**config.mk**
```make
export PLATFORM = sky130hd
export DESIGN_NAME = ack_pending_retransmit_table_unit_flat
export DESIGN_NICKNAME = d
export VERILOG_FILES = /design/src/rtl/aprt_pkg.sv /design/src/rtl/aprt_if.sv /design/src/rtl/aprt_entry_ram.sv /design/src/rtl/ack_pending_retransmit_table_unit.sv /design/src/flat_wrapper.sv
export SDC_FILE = /design/constraint.sdc
export NUM_CORES = 1
export LEC_CHECK = 0
export BUFFER_PORTS_ARGS = -buffer_cell sky130_fd_sc_hd__buf_2
export CORE_UTILIZATION = 45
export DETAILED_ROUTE_END_ITERATION = 10
export PLACE_DENSITY = 0.69
export SYNTH_ARGS = -nofsm -noshare
export SYNTH_HDL_FRONTEND = slang
export SYNTH_SLANG_ARGS = --single-unit
```
**constraint.sdc**
```tcl
create_clock -name clk -period 14.1 [get_ports clk]
set_input_delay 2.82 -clock clk [delete_from_list [all_inputs] [get_ports clk]]
set_output_delay 2.82 -clock clk [all_outputs]
set_load 0.01 [all_outputs]
```
**src/rtl/aprt_pkg.sv**
```systemverilog
// Shared constants and types of the acknowledgement-pending retransmit table.
`timescale 1ns / 1ps

package aprt_pkg;

    localparam int CAPACITY = 8;
    localparam int SLOT_W   = $clog2(CAPACITY);
    localparam int COUNT_W  = $clog2(CAPACITY + 1);

    localparam int OP_W     = 3;
    localparam int SEQ_W    = 16;
    localparam int DEST_W   = 8;
    localparam int TIME_W   = 32;
    localparam int RETRY_W  = 8;
    localparam int PEND_W   = 4;

    localparam logic [RETRY_W-1:0] RETRY_MAX = '1;

    typedef enum logic [OP_W-1:0] {
        OP_PUSH  = 3'd0,
        OP_ACK   = 3'd1,
        OP_FIND  = 3'd2,
        OP_RETRY = 3'd3,
        OP_DROP  = 3'd4
    } op_t;

    typedef struct packed {
        logic [SEQ_W-1:0]   seq;
        logic [DEST_W-1:0]  dest;
        logic [TIME_W-1:0]  sent;
        logic [TIME_W-1:0]  tmo;
        logic [RETRY_W-1:0] retries;
    } entry_t;

    typedef struct packed {
        logic              we;
        logic [SLOT_W-1:0] addr;
        entry_t            data;
    } wr_req_t;

endpackage

```
**src/rtl/aprt_if.sv**
```systemverilog
// Valid/ready channel interfaces for request, response and configuration words.
`timescale 1ns / 1ps

interface aprt_req_if;
    logic                          valid;
    logic                          ready;
    logic [aprt_pkg::OP_W-1:0]     op;
    logic [aprt_pkg::SEQ_W-1:0]    seq_number;
    logic [aprt_pkg::DEST_W-1:0]   destination;
    logic [aprt_pkg::TIME_W-1:0]   now_time;
    logic [2:0]                    slot_index;
    logic [aprt_pkg::TIME_W-1:0]   retry_timeout;

    modport source (output valid, op, seq_number, destination, now_time, slot_index,
                    retry_timeout, input ready);
    modport sink   (input valid, op, seq_number, destination, now_time, slot_index,
                    retry_timeout, output ready);
endinterface

interface aprt_rsp_if;
    logic                          valid;
    logic                          ready;
    logic                          ok;
    logic [2:0]                    slot_out;
    logic [aprt_pkg::SEQ_W-1:0]    seq_out;
    logic [aprt_pkg::DEST_W-1:0]   dest_node;
    logic [aprt_pkg::RETRY_W-1:0]  retries_out;
    logic [aprt_pkg::PEND_W-1:0]   pending_count;

    modport source (output valid, ok, slot_out, seq_out, dest_node, retries_out,
                    pending_count, input ready);
    modport sink   (input valid, ok, slot_out, seq_out, dest_node, retries_out,
                    pending_count, output ready);
endinterface

interface aprt_cfg_if;
    logic                          valid;
    logic                          ready;
    logic [aprt_pkg::TIME_W-1:0]   base_timeout;

    modport source (output valid, base_timeout, input ready);
    modport sink   (input valid, base_timeout, output ready);
endinterface

```
**src/rtl/aprt_entry_ram.sv**
```systemverilog
// Entry memory: one write port, one read port with registered read data.
`timescale 1ns / 1ps

module aprt_entry_ram
(
    input  logic                          clk,
    input  aprt_pkg::wr_req_t             wr,
    input  logic [aprt_pkg::SLOT_W-1:0]   rd_addr,
    output aprt_pkg::entry_t              rd_data
);

    aprt_pkg::entry_t mem [aprt_pkg::CAPACITY];

    always_ff @(posedge clk)
    begin
        if (wr.we)
        begin
            mem[wr.addr] <= wr.data;
        end
        rd_data <= mem[rd_addr];
    end

endmodule

```
**src/rtl/ack_pending_retransmit_table_unit.sv**
```systemverilog
// Top level of the acknowledgement-pending retransmit table.
// One request word is taken at a time, only in the idle state, which is entered on the edge
// that loads the previous result into the output register; that register may still wait for
// the sink. After the accepting edge, push, drop and unused ops go straight to the finish
// state, mark retry passes through the retry state (read, then write back through the entry
// memory), ack and find-expired through the scan state, which checks one slot per cycle in
// slot order from the single read port of the entry memory and stops at the first hit or
// after the last slot. The finish state loads the result once the output register is free.
// Valid bits live in flops and clear at reset; base_timeout resets to 1000 and may be
// written while the block is idle.
`timescale 1ns / 1ps

module ack_pending_retransmit_table_unit
(
    input  logic      clk,
    input  logic      rst_n,
    aprt_req_if.sink  req,
    aprt_rsp_if.source rsp,
    aprt_cfg_if.sink  cfg
);

    typedef enum logic [1:0] {
        ST_IDLE,
        ST_SCAN,
        ST_RETRY,
        ST_FINISH
    } state_t;

    state_t                              state_reg, state_next;
    logic [aprt_pkg::CAPACITY-1:0]       valid_reg, valid_next;
    logic [aprt_pkg::COUNT_W-1:0]        count_reg, count_next;
    logic [aprt_pkg::SLOT_W-1:0]         victim_reg, victim_next;
    logic [aprt_pkg::SLOT_W-1:0]         idx_reg, idx_next;
    logic [aprt_pkg::TIME_W-1:0]         base_reg, base_next;

    logic [aprt_pkg::OP_W-1:0]           op_reg, op_next;
    logic [aprt_pkg::SEQ_W-1:0]          seq_reg, seq_next;
    logic [aprt_pkg::TIME_W-1:0]         now_reg, now_next;
    logic [aprt_pkg::TIME_W-1:0]         rto_reg, rto_next;
    logic [aprt_pkg::SLOT_W-1:0]         slot_reg, slot_next;

    logic                                res_ok_reg, res_ok_next;
    logic [aprt_pkg::SLOT_W-1:0]         res_slot_reg, res_slot_next;
    logic [aprt_pkg::SEQ_W-1:0]          res_seq_reg, res_seq_next;
    logic [aprt_pkg::DEST_W-1:0]         res_dest_reg, res_dest_next;
    logic [aprt_pkg::RETRY_W-1:0]        res_retries_reg, res_retries_next;

    logic                                out_valid_reg, out_valid_next;
    logic                                out_ok_reg, out_ok_next;
    logic [aprt_pkg::SLOT_W-1:0]         out_slot_reg, out_slot_next;
    logic [aprt_pkg::SEQ_W-1:0]          out_seq_reg, out_seq_next;
    logic [aprt_pkg::DEST_W-1:0]         out_dest_reg, out_dest_next;
    logic [aprt_pkg::RETRY_W-1:0]        out_retries_reg, out_retries_next;
    logic [aprt_pkg::COUNT_W-1:0]        out_count_reg, out_count_next;

    aprt_pkg::wr_req_t                   wr;
    logic [aprt_pkg::SLOT_W-1:0]         rd_addr;
    aprt_pkg::entry_t                    rd_data;

    logic                                free_found;
    logic [aprt_pkg::SLOT_W-1:0]         free_idx;
    logic [aprt_pkg::SLOT_W-1:0]         in_slot;
    logic [aprt_pkg::TIME_W-1:0]         thr;
    logic [aprt_pkg::TIME_W-1:0]         elapsed;
    logic                                hit_ack;
    logic                                hit_find;
    logic                                accept;

    aprt_entry_ram u_entry_ram
    (
        .clk     (clk),
        .wr      (wr),
        .rd_addr (rd_addr),
        .rd_data (rd_data)
    );

    assign accept  = req.valid && req.ready;
    assign in_slot = aprt_pkg::SLOT_W'(req.slot_index);

    // lowest free slot
    always_comb
    begin
        free_found = 1'b0;
        free_idx   = '0;
        for (int i = aprt_pkg::CAPACITY - 1; i >= 0; i--)
        begin
            if (!valid_reg[i])
            begin
                free_found = 1'b1;
                free_idx   = aprt_pkg::SLOT_W'(i);
            end
        end
    end

    assign thr      = (rd_data.tmo != '0) ? rd_data.tmo : base_reg;
    assign elapsed  = now_reg - rd_data.sent;
    assign hit_ack  = valid_reg[idx_reg] && (rd_data.seq == seq_reg);
    assign hit_find = valid_reg[idx_reg] && (elapsed >= thr);

    always_comb
    begin
        state_next       = state_reg;
        valid_next       = valid_reg;
        count_next       = count_reg;
        victim_next      = victim_reg;
        idx_next         = idx_reg;
        base_next        = base_reg;
        op_next          = op_reg;
        seq_next         = seq_reg;
        now_next         = now_reg;
        rto_next         = rto_reg;
        slot_next        = slot_reg;
        res_ok_next      = res_ok_reg;
        res_slot_next    = res_slot_reg;
        res_seq_next     = res_seq_reg;
        res_dest_next    = res_dest_reg;
        res_retries_next = res_retries_reg;
        out_valid_next   = out_valid_reg;
        out_ok_next      = out_ok_reg;
        out_slot_next    = out_slot_reg;
        out_seq_next     = out_seq_reg;
        out_dest_next    = out_dest_reg;
        out_retries_next = out_retries_reg;
        out_count_next   = out_count_reg;
        wr               = '0;
        rd_addr          = idx_reg + aprt_pkg::SLOT_W'(1);

        if (cfg.valid)
        begin
            base_next = cfg.base_timeout;
        end

        if (out_valid_reg && rsp.ready)
        begin
            out_valid_next = 1'b0;
        end

        case (state_reg)
            ST_IDLE:
            begin
                rd_addr = (req.op == aprt_pkg::OP_RETRY) ? in_slot : '0;
                if (accept)
                begin
                    op_next          = req.op;
                    seq_next         = req.seq_number;
                    now_next         = req.now_time;
                    rto_next         = req.retry_timeout;
                    slot_next        = in_slot;
                    idx_next         = '0;
                    res_ok_next      = 1'b0;
                    res_slot_next    = '0;
                    res_seq_next     = '0;
                    res_dest_next    = '0;
                    res_retries_next = '0;
                    state_next       = ST_FINISH;
                    case (req.op)
                        aprt_pkg::OP_PUSH:
                        begin
                            wr.we           = 1'b1;
                            wr.data.seq     = req.seq_number;
                            wr.data.dest    = req.destination;
                            wr.data.sent    = req.now_time;
                            wr.data.tmo     = '0;
                            wr.data.retries = '0;
                            if (free_found)
                            begin
                                wr.addr              = free_idx;
                                valid_next[free_idx] = 1'b1;
                                count_next           = count_reg + aprt_pkg::COUNT_W'(1);
                                res_ok_next          = 1'b1;
                                res_slot_next        = free_idx;
                            end
                            else
                            begin
                                wr.addr       = victim_reg;
                                res_slot_next = victim_reg;
                                victim_next   = (victim_reg == aprt_pkg::SLOT_W'(aprt_pkg::CAPACITY - 1))
                                              ? '0 : victim_reg + aprt_pkg::SLOT_W'(1);
                            end
                        end
                        aprt_pkg::OP_ACK,
                        aprt_pkg::OP_FIND:
                        begin
                            state_next = ST_SCAN;
                        end
                        aprt_pkg::OP_RETRY:
                        begin
                            res_slot_next = in_slot;
                            state_next    = ST_RETRY;
                        end
                        aprt_pkg::OP_DROP:
                        begin
                            res_slot_next = in_slot;
                            if (valid_reg[in_slot])
                            begin
                                valid_next[in_slot] = 1'b0;
                                count_next          = count_reg - aprt_pkg::COUNT_W'(1);
                            end
                        end
                        default:
                        begin
                            state_next = ST_FINISH;
                        end
                    endcase
                end
            end

            ST_SCAN:
            begin
                if ((op_reg == aprt_pkg::OP_ACK) && hit_ack)
                begin
                    valid_next[idx_reg] = 1'b0;
                    count_next          = count_reg - aprt_pkg::COUNT_W'(1);
                    res_ok_next         = 1'b1;
                    res_slot_next       = idx_reg;
                    res_dest_next       = rd_data.dest;
                    state_next          = ST_FINISH;
                end
                else if ((op_reg == aprt_pkg::OP_FIND) && hit_find)
                begin
                    res_ok_next      = 1'b1;
                    res_slot_next    = idx_reg;
                    res_seq_next     = rd_data.seq;
                    res_dest_next    = rd_data.dest;
                    res_retries_next = rd_data.retries;
                    state_next       = ST_FINISH;
                end
                else if (idx_reg == aprt_pkg::SLOT_W'(aprt_pkg::CAPACITY - 1))
                begin
                    state_next = ST_FINISH;
                end
                else
                begin
                    idx_next = idx_reg + aprt_pkg::SLOT_W'(1);
                end
            end

            ST_RETRY:
            begin
                if (valid_reg[slot_reg])
                begin
                    wr.we           = 1'b1;
                    wr.addr         = slot_reg;
                    wr.data         = rd_data;
                    wr.data.sent    = now_reg;
                    wr.data.tmo     = rto_reg;
                    if (rd_data.retries != aprt_pkg::RETRY_MAX)
                    begin
                        wr.data.retries = rd_data.retries + aprt_pkg::RETRY_W'(1);
                    end
                end
                state_next = ST_FINISH;
            end

            ST_FINISH:
            begin
                if (!out_valid_reg || rsp.ready)
                begin
                    out_valid_next   = 1'b1;
                    out_ok_next      = res_ok_reg;
                    out_slot_next    = res_slot_reg;
                    out_seq_next     = res_seq_reg;
                    out_dest_next    = res_dest_reg;
                    out_retries_next = res_retries_reg;
                    out_count_next   = count_reg;
                    state_next       = ST_IDLE;
                end
            end

            default:
            begin
                state_next = ST_IDLE;
            end
        endcase
    end

    always_ff @(posedge clk or negedge rst_n)
    begin
        if (!rst_n)
        begin
            state_reg       <= ST_IDLE;
            valid_reg       <= '0;
            count_reg       <= '0;
            victim_reg      <= '0;
            idx_reg         <= '0;
            base_reg        <= aprt_pkg::TIME_W'(1000);
            op_reg          <= '0;
            seq_reg         <= '0;
            now_reg         <= '0;
            rto_reg         <= '0;
            slot_reg        <= '0;
            res_ok_reg      <= 1'b0;
            res_slot_reg    <= '0;
            res_seq_reg     <= '0;
            res_dest_reg    <= '0;
            res_retries_reg <= '0;
            out_valid_reg   <= 1'b0;
            out_ok_reg      <= 1'b0;
            out_slot_reg    <= '0;
            out_seq_reg     <= '0;
            out_dest_reg    <= '0;
            out_retries_reg <= '0;
            out_count_reg   <= '0;
        end
        else
        begin
            state_reg       <= state_next;
            valid_reg       <= valid_next;
            count_reg       <= count_next;
            victim_reg      <= victim_next;
            idx_reg         <= idx_next;
            base_reg        <= base_next;
            op_reg          <= op_next;
            seq_reg         <= seq_next;
            now_reg         <= now_next;
            rto_reg         <= rto_next;
            slot_reg        <= slot_next;
            res_ok_reg      <= res_ok_next;
            res_slot_reg    <= res_slot_next;
            res_seq_reg     <= res_seq_next;
            res_dest_reg    <= res_dest_next;
            res_retries_reg <= res_retries_next;
            out_valid_reg   <= out_valid_next;
            out_ok_reg      <= out_ok_next;
            out_slot_reg    <= out_slot_next;
            out_seq_reg     <= out_seq_next;
            out_dest_reg    <= out_dest_next;
            out_retries_reg <= out_retries_next;
            out_count_reg   <= out_count_next;
        end
    end

    assign req.ready         = (state_reg == ST_IDLE);
    assign cfg.ready         = 1'b1;
    assign rsp.valid         = out_valid_reg;
    assign rsp.ok            = out_ok_reg;
    assign rsp.slot_out      = 3'(out_slot_reg);
    assign rsp.seq_out       = out_seq_reg;
    assign rsp.dest_node     = out_dest_reg;
    assign rsp.retries_out   = out_retries_reg;
    assign rsp.pending_count = aprt_pkg::PEND_W'(out_count_reg);

    a_count_matches_valid: assert property (@(posedge clk) disable iff (!rst_n)
        count_reg == aprt_pkg::COUNT_W'($countones(valid_reg)))
        else $error("pending count differs from number of valid slots");

    a_count_bounded: assert property (@(posedge clk) disable iff (!rst_n)
        count_reg <= aprt_pkg::COUNT_W'(aprt_pkg::CAPACITY))
        else $error("pending count above capacity");

    a_write_only_idle_or_retry: assert property (@(posedge clk) disable iff (!rst_n)
        wr.we |-> (state_reg == ST_IDLE || state_reg == ST_RETRY))
        else $error("entry memory written during scan or finish");

    a_retry_write_valid_slot: assert property (@(posedge clk) disable iff (!rst_n)
        (wr.we && state_reg == ST_RETRY) |-> valid_reg[wr.addr])
        else $error("retry write to an empty slot");

endmodule
```
**src/flat_wrapper.sv**
```systemverilog
// flat-port wrapper written by rule: the top's interface ports become plain ports
module ack_pending_retransmit_table_unit_flat 
  (clk, rst_n, req_valid, req_op, req_seq_number, req_destination, req_now_time, req_slot_index, req_retry_timeout, req_ready, rsp_valid, rsp_ok, rsp_slot_out, rsp_seq_out, rsp_dest_node, rsp_retries_out, rsp_pending_count, rsp_ready, cfg_valid, cfg_base_timeout, cfg_ready);
  aprt_req_if req_i ();
  aprt_rsp_if rsp_i ();
  aprt_cfg_if cfg_i ();
  input  logic clk;
  input  logic rst_n;
  input wire logic [$bits(req_i.valid)-1:0] req_valid;
  input wire logic [$bits(req_i.op)-1:0] req_op;
  input wire logic [$bits(req_i.seq_number)-1:0] req_seq_number;
  input wire logic [$bits(req_i.destination)-1:0] req_destination;
  input wire logic [$bits(req_i.now_time)-1:0] req_now_time;
  input wire logic [$bits(req_i.slot_index)-1:0] req_slot_index;
  input wire logic [$bits(req_i.retry_timeout)-1:0] req_retry_timeout;
  output wire logic [$bits(req_i.ready)-1:0] req_ready;
  output wire logic [$bits(rsp_i.valid)-1:0] rsp_valid;
  output wire logic [$bits(rsp_i.ok)-1:0] rsp_ok;
  output wire logic [$bits(rsp_i.slot_out)-1:0] rsp_slot_out;
  output wire logic [$bits(rsp_i.seq_out)-1:0] rsp_seq_out;
  output wire logic [$bits(rsp_i.dest_node)-1:0] rsp_dest_node;
  output wire logic [$bits(rsp_i.retries_out)-1:0] rsp_retries_out;
  output wire logic [$bits(rsp_i.pending_count)-1:0] rsp_pending_count;
  input wire logic [$bits(rsp_i.ready)-1:0] rsp_ready;
  input wire logic [$bits(cfg_i.valid)-1:0] cfg_valid;
  input wire logic [$bits(cfg_i.base_timeout)-1:0] cfg_base_timeout;
  output wire logic [$bits(cfg_i.ready)-1:0] cfg_ready;
  assign req_i.valid = req_valid;
  assign req_i.op = req_op;
  assign req_i.seq_number = req_seq_number;
  assign req_i.destination = req_destination;
  assign req_i.now_time = req_now_time;
  assign req_i.slot_index = req_slot_index;
  assign req_i.retry_timeout = req_retry_timeout;
  assign req_ready = req_i.ready;
  assign rsp_valid = rsp_i.valid;
  assign rsp_ok = rsp_i.ok;
  assign rsp_slot_out = rsp_i.slot_out;
  assign rsp_seq_out = rsp_i.seq_out;
  assign rsp_dest_node = rsp_i.dest_node;
  assign rsp_retries_out = rsp_i.retries_out;
  assign rsp_pending_count = rsp_i.pending_count;
  assign rsp_i.ready = rsp_ready;
  assign cfg_i.valid = cfg_valid;
  assign cfg_i.base_timeout = cfg_base_timeout;
  assign cfg_ready = cfg_i.ready;
  ack_pending_retransmit_table_unit u_core (.clk(clk), .rst_n(rst_n), .req(req_i), .rsp(rsp_i), .cfg(cfg_i));
endmodule
```
==> results.py, run 1 <==
metrics = {
    "floorplanning": {
        "start_util_pct": 45.5,
        "die_h_um": 315,
        "die_x_um": 315,
        "core_area_mm2": 0.0967,
        "io_pins": 174,
        "die_area_mm2": 0.0990,
        "row_count": 114,
    },
    "clocking": {
        "clk_pin_slew_ns": 0.06,
        "clkLatencyLatePin_ns": 0.70,
        "cts_root_buf": "clkbuf_16",
        "numCtsBuffers": 107,
        "post_cts_resized": 0,
        "cts_tree": "done",
        "cts_setup_buffers": 0,
        "cts_hold_buffers": 0,
        "htreeDepth": 3,
        "clk_path_buf_depth": 3,
        "cts_sinks": 1079,
    },
    "layout": {
        "utilization_pct": 51.3,
        "largest_reg_flops": 768,
        "top_register": "u_core.u_entry_ram.mem",
        "fin_nets": 3780,
        "largestRegisters": "u_core.u_entry_ram.mem (768), u_core.u_entry_ram.rd_data (96)",
        "stdcell_count": 4945,
        "final_layout_size_suffix_gt1_share_pct": 12.6,
        "area_delta_synth_final_pct": 12.8,
        "num_antenna_cells": 0,
    },
    "yosys": {
        "netlist_top_cells_area": "edfxtp_1 52%, dfrtp_1 12%, nand2_1 6.1%",
        "syn_nets": 3703,
        "synth_edf_count": 768,
        "async_flop_share_pct": 19.9,
        "synth_top_cell_by_area": "edfxtp_1",
        "yosys.area_share.simple_pct": 11.2,
        "synth_flop_cell": "edfxtp_1",
        "syn_area_per_cell_um2": 12.6,
        "synth-seq-cells": 1079,
        "synth_compound_area_share_pct": 12.0,
        "synth_top_family_by_area": "compound AO/OA/AOI/OAI gates",
        "ys_types": 75,
        "synth.area.mux_share_pct": 1.60,
        "syn-cell-area_mm2": 0.0440,
        "synth_fa_ha_area_share_pct": 2.15,
        "synthCells": 3497,
        "synthTopCellsByCount": "768 x edfxtp_1, 720 x nand2_1, 233 x nand3_1, 210 x clkbuf_1, 209 x dfrtp_1",
        "synth_top_area_share_pct": 52.4,
        "yosys_warnings": 0,
        "synth-xor-area-share_pct": 0.976,
        "yosysSeqAreaShare_pct": 69.1,
        "synth.most_common_cell": "edfxtp_1",
    },
    "grt": {
        "antenna_found_initial": 5,
        "track_usage_pct": 22.6,
        "grt_max_degree": 202,
        "grt_pass1_vias": 28200,
        "grt_pass1_wl_um": 172000,
        "grt-ovfl-total": 0,
    },
    "sta": {
        "fmax_mhz": 158,
        "rsz0062_at_grt": "no",
        "fin_tns_setup_ns": 0,
        "skew_ns": 0.0466,
        "min_period_ns": 6.34,
        "relSlewSlack_pct": -5.98,
        "worstMarginPinSlew_ns": 1.59,
        "report.final.slew_viol_count": 92,
        "post-route-period-util_pct": 45.0,
        "setup_viol": 0,
        "hold_viol": 0,
    },
    "setup_path": {
        "crit_type": "flop to flop",
        "critPathArrivalTime_ns": 6.90,
        "end_kind": "flop",
        "cp_max_fo": 26,
        "crit_required_ns": 14.66,
        "start_kind": "flop",
    },
    "min_path": {
        "hold_path_class": "flop to flop",
    },
    "status": {
        "violations": "max-slew violations",
        "status": "complete, but fails checks",
    },
    "detailed_routing": {
        "wire_per_inst_um": 23.0,
        "first_pass_iters": 5,
        "viasPerCell": 5.88,
        "ant_nets": 0,
        "drt_iter0_drc": 3122,
        "drc": 0,
        "num_vias": 29100,
        "totalWireLength_um": 114000,
    },
    "placement": {
        "dp_cells": 4741,
        "gp_congestion": 0.888,
        "hpwl_um": 65500,
        "io_buffer_count": 172,
    },
    "job": {
        "maxCapViolations": 0,
    },
    "power": {
        "p_leak_nw": 18.3,
        "ir_drop_uv": 265,
        "power.density_mw_per_mm2": 224,
    },
}
## worst max-delay path, cell delays in order (launching register included)
cell,delay [ns]
dfrtp_1,0.36
inv_1,0.08
ha_1,0.32
inv_1,0.11
fa_1,0.49
a211oi_1,0.35
o21ai_1,0.16
and3_1,0.24
a21oi_1,0.28
a21oi_1,0.12
o311ai_1,0.36
a21boi_0,0.18
a311oi_1,0.36
xnor2_1,0.18
ha_1,0.27
a21o_1,0.16
a21oi_1,0.12
o21ai_0,0.09
o2bb2ai_1,0.19
a21o_1,0.53
o21ai_2,0.82
mux2_2,0.41
## per-stage QoR
stage | setup slack (ns) | hold slack [ns] | total power, mW | cell area (um2)
2_1_floorplan | 5.36 | 0.430 | 7.04 | 44000
3_3_place_gp | 7.68 | 0.449 | 8.19 | 46000
3_5_place_dp | 7.53 | 0.455 | 8.26 | 46000
4_1_cts | 7.78 | 0.471 | 11.2 | 49600
5_1_grt | 7.34 | 0.493 | 11.7 | 49600
6_report | 7.76 | 0.471 | 11.1 | 49600
## cells in the final DEF (no fill, tap or decap), types with 27 or more instances in the layout
| master | instances |
|---|---|
| a21oi_1 | 174 |
| a31oi_1 | 108 |
| a32o_1 | 48 |
| and2_1 | 35 |
| buf_2 | 171 |
| buf_4 | 35 |
| clkbuf_16 | 108 |
| clkinv_2 | 27 |
| dfrtp_1 | 209 |
| dfxtp_1 | 96 |
| edfxtp_1 | 768 |
| ha_1 | 73 |
| inv_1 | 99 |
| mux2_2 | 46 |
| nand2_1 | 718 |
| nand3_1 | 233 |
| nand4_1 | 43 |
| nor2_1 | 49 |
| o211ai_1 | 28 |
| o21ai_0 | 78 |
| o221ai_1 | 195 |
## worst paths after layout
path	from	endpoint	slack (ns)	cells past startpoint
max in group asynchronous	rst_n	u_core.seq_reg[6]	10.44	2
min	u_core.rto_reg[0]	u_core.rto_reg[0]	0.47	2
min reg2reg	u_core.rto_reg[0]	u_core.rto_reg[0]	0.47	2
max	u_core.now_reg[0]	u_core.res_slot_reg[1]	7.76	21
min in group asynchronous	rst_n	u_core.rsp.dest_node[1]	2.16	1
max reg2reg	u_core.now_reg[0]	u_core.res_slot_reg[1]	7.76	21
## final cells by class
cell class	instances	area [um2]
Fill cell	8178	47100
Sequential cell	1079	30400
Multi-Input combinational cell	2077	12500
Clock buffer	135	2850
Tap cell	1276	1600
Timing Repair Buffer	210	1190
Clock inverter	69	764
Inverter	99	372
## metal layers
metal | global-route usage (%) | up-vias | wire (um)
met5 | 0 | - | 13
met4 | 6.98 | 2 | 2930
met2 | 37.4 | 1077 | 54900
met3 | 3.12 | 181 | 7740
met1 | 31.0 | 14600 | 48000
li1 | - | 13200 | -
## power by group
group,total [mW],internal (mW),leakage (nW),switching (mW)
clock network,2.89,1.66,1.77,1.22
registers,4.36,4.00,10.4,0.356
logic,3.88,1.31,6.14,2.58
## cells by family after synthesis
| kind of cell | Yosys count |
|---|---|
| AND/OR/NAND/NOR | 1147 |
| adder cells (fa/ha/maj) | 75 |
| other | 1 |
| AO/OA/AOI/OAI | 743 |
| XOR/XNOR | 49 |
| buffers and inverters | 341 |
| multiplexers | 62 |
| flip-flops | 1079 |
No activity file was read; power rests on OpenSTA's default activity.
==> inputs of run 2 (changes only) <==
- clock period: 14.1 -> 6.3 ns (I/O delays scaled with it)
==> run 2 against run 1 <==
The flow now finishes without violations; sequential power up 120%; largest power group unchanged; maximum frequency up 20%; sequential share of layout area down 0.36 points; highest routed layer unchanged.
==> results.py, run 2 (synthesis gave the netlist of run 1 again) <==
metrics = {
    "status": {
        "status": "finished, final reports clean",
    },
    "clocking": {
        "cts_sinks": 1079,
        "post_cts_resized": 0,
        "cts_root_buf": "clkbuf_16",
        "cts_setup_buffers": 0,
        "clk_pin_slew_ns": 0.06,
        "cts_tree": "done",
        "numCtsBuffers": 104,
        "cts_hold_buffers": 0,
        "htreeDepth": 3,
        "clk_path_buf_depth": 3,
        "clkLatencyLatePin_ns": 0.70,
    },
    "setup_path": {
        "rrSetupSlack_ns": 1.0,
        "reg2reg_from": "u_core.now_reg[0]",
        "start_kind": "flop",
        "crit_type": "flop to flop",
        "end_kind": "flop",
        "cp_max_fo": 25,
        "reg2reg_to": "u_core.idx_reg[2]",
        "critPathArrivalTime_ns": 5.85,
        "crit_required_ns": 6.85,
        "startpoint": "u_core.now_reg[0]",
        "reg2regPathDepth": 22,
    },
    "power": {
        "ir_drop_uv": 578,
        "p_leak_nw": 18.4,
        "total_power_mw": 24.8,
        "power.density_mw_per_mm2": 496,
    },
    "min_path": {
        "hold_path_end": "u_core.rto_reg[18]",
        "min_path_cells": 2,
        "hold_start": "u_core.rto_reg[18]",
        "hold_path_class": "flop to flop",
    },
    "grt": {
        "grt-ovfl-total": 0,
        "track_usage_pct": 22.3,
        "grt_pass1_vias": 28800,
        "antenna_found_initial": 7,
        "grt_max_degree": 193,
        "grt_pass1_wl_um": 171000,
    },
    "sta": {
        "hold_viol": 0,
        "min_period_ns": 5.30,
        "skew_ns": 0.0222,
        "post-route-period-util_pct": 84.2,
        "fin_tns_setup_ns": 0,
        "worstMarginPinSlew_ns": 1.15,
        "report.final.slew_viol_count": 0,
        "setup_viol": 0,
        "rsz0062_at_grt": "no",
        "timing.hold.ws_ns": 0.463,
        "fmax_mhz": 189,
        "fin_ws_ns": 0.998,
        "relSlewSlack_pct": 23.3,
    },
    "layout": {
        "stdcell_count": 4957,
        "area_delta_synth_final_pct": 13.5,
        "final_cell_mix": "768 x edfxtp_1, 718 x nand2_1, 233 x nand3_1",
        "utilization_pct": 51.6,
        "layout_commonest_cell": "edfxtp_1",
        "top_register": "u_core.u_entry_ram.mem",
        "fin_nets": 3793,
        "design_area_mm2": 0.0499,
        "largest_reg_flops": 768,
        "largestRegisters": "u_core.u_entry_ram.mem (768), u_core.u_entry_ram.rd_data (96)",
        "fillers": 8156,
        "final_layout_size_suffix_gt1_share_pct": 12.9,
    },
    "detailed_routing": {
        "wire_per_inst_um": 22.4,
        "drt_iter0_drc": 2898,
        "num_vias": 29100,
        "ant_nets": 0,
        "first_pass_iters": 6,
        "drc": 0,
        "viasPerCell": 5.87,
        "totalWireLength_um": 111000,
    },
    "floorplanning": {
        "die_h_um": 315,
        "row_count": 114,
        "die_x_um": 315,
        "start_util_pct": 45.5,
        "io_pins": 174,
        "die_area_mm2": 0.0990,
        "core_area_mm2": 0.0967,
    },
    "placement": {
        "dp_cells": 4757,
        "dp_slack_ns": 1.11,
        "hpwl_um": 64300,
        "placed_cell_area_mm2": 0.0463,
        "io_buffer_count": 172,
        "gp_congestion": 0.879,
    },
    "job": {
        "maxCapViolations": 0,
    },
}
-- run 2: cell types whose count changed in the layout (fill, tap and decap cells not counted), sizes merged --
cell,previous run,this run
clkinv,52,39
clkbuf,135,133
inv,101,105
bufinv,12,15
diode,0,2
clkinvlp,3,5
buf,210,226
-- run 2: how the worst max path moves through the flow --
stage,to,slack [ns],cells after the start
after floorplan,u_core.u_entry_ram.mem[2][0],-0.88,7
after global placement,u_core.res_slot_reg[2],1.22,22
after detailed placement,u_core.idx_reg[2],1.11,22
after CTS,u_core.idx_reg[2],1.08,22
after global routing,u_core.idx_reg[2],0.53,22
final,u_core.idx_reg[2],1.0,22
-- run 2: power breakdown --
part / internal, mW / switching, mW / total (mW)
logic: 2.99 / 5.65 / 8.64
clock network: 3.75 / 2.71 / 6.46
registers: 8.95 / 0.712 / 9.67
total: 15.7 / 9.07 / 24.8
-- run 2: metal layers --
layer  share of wire [%]  vias to the layer above  global-route usage [%]  routed length, um
met5               0.035                        -                       0                 39
met4                 2.5                        8                    6.90               2800
met3                 6.3                      173                    3.23               7010
met2                  49                     1040                    37.1              53900
met1                  42                    14600                    30.3              47100
li1                    -                    13200                       -                  -
-- run 2: cell type report --
class	count	area (um2)	share of cell area, %
clock inverters	65	815	1.63
multi-input cells	2077	12500	25.0
diodes	2	5.00	0.0100
repair buffers	226	1530	3.06
clock buffers	133	2770	5.54
inverters	99	372	0.744
flip-flops and latches	1079	30400	60.8
well taps	1276	1600	3.20
-- run 2: worst max-delay path: stages, from the launching register on --
cell       delay [ns]
dfrtp_1          0.36
inv_1            0.10
ha_1             0.18
inv_1            0.06
fa_1             0.48
a211oi_1         0.32
o21ai_1          0.13
and3_1           0.22
a21oi_1          0.24
a21oi_1          0.11
o311ai_1         0.37
a21boi_0         0.18
a311oi_1         0.34
xnor2_1          0.17
ha_1             0.27
a21o_1           0.15
a21oi_1          0.12
o21ai_0          0.10
o2bb2ai_1        0.15
a21o_1           0.27
buf_4            0.27
nor3_1           0.33
o221ai_1         0.19
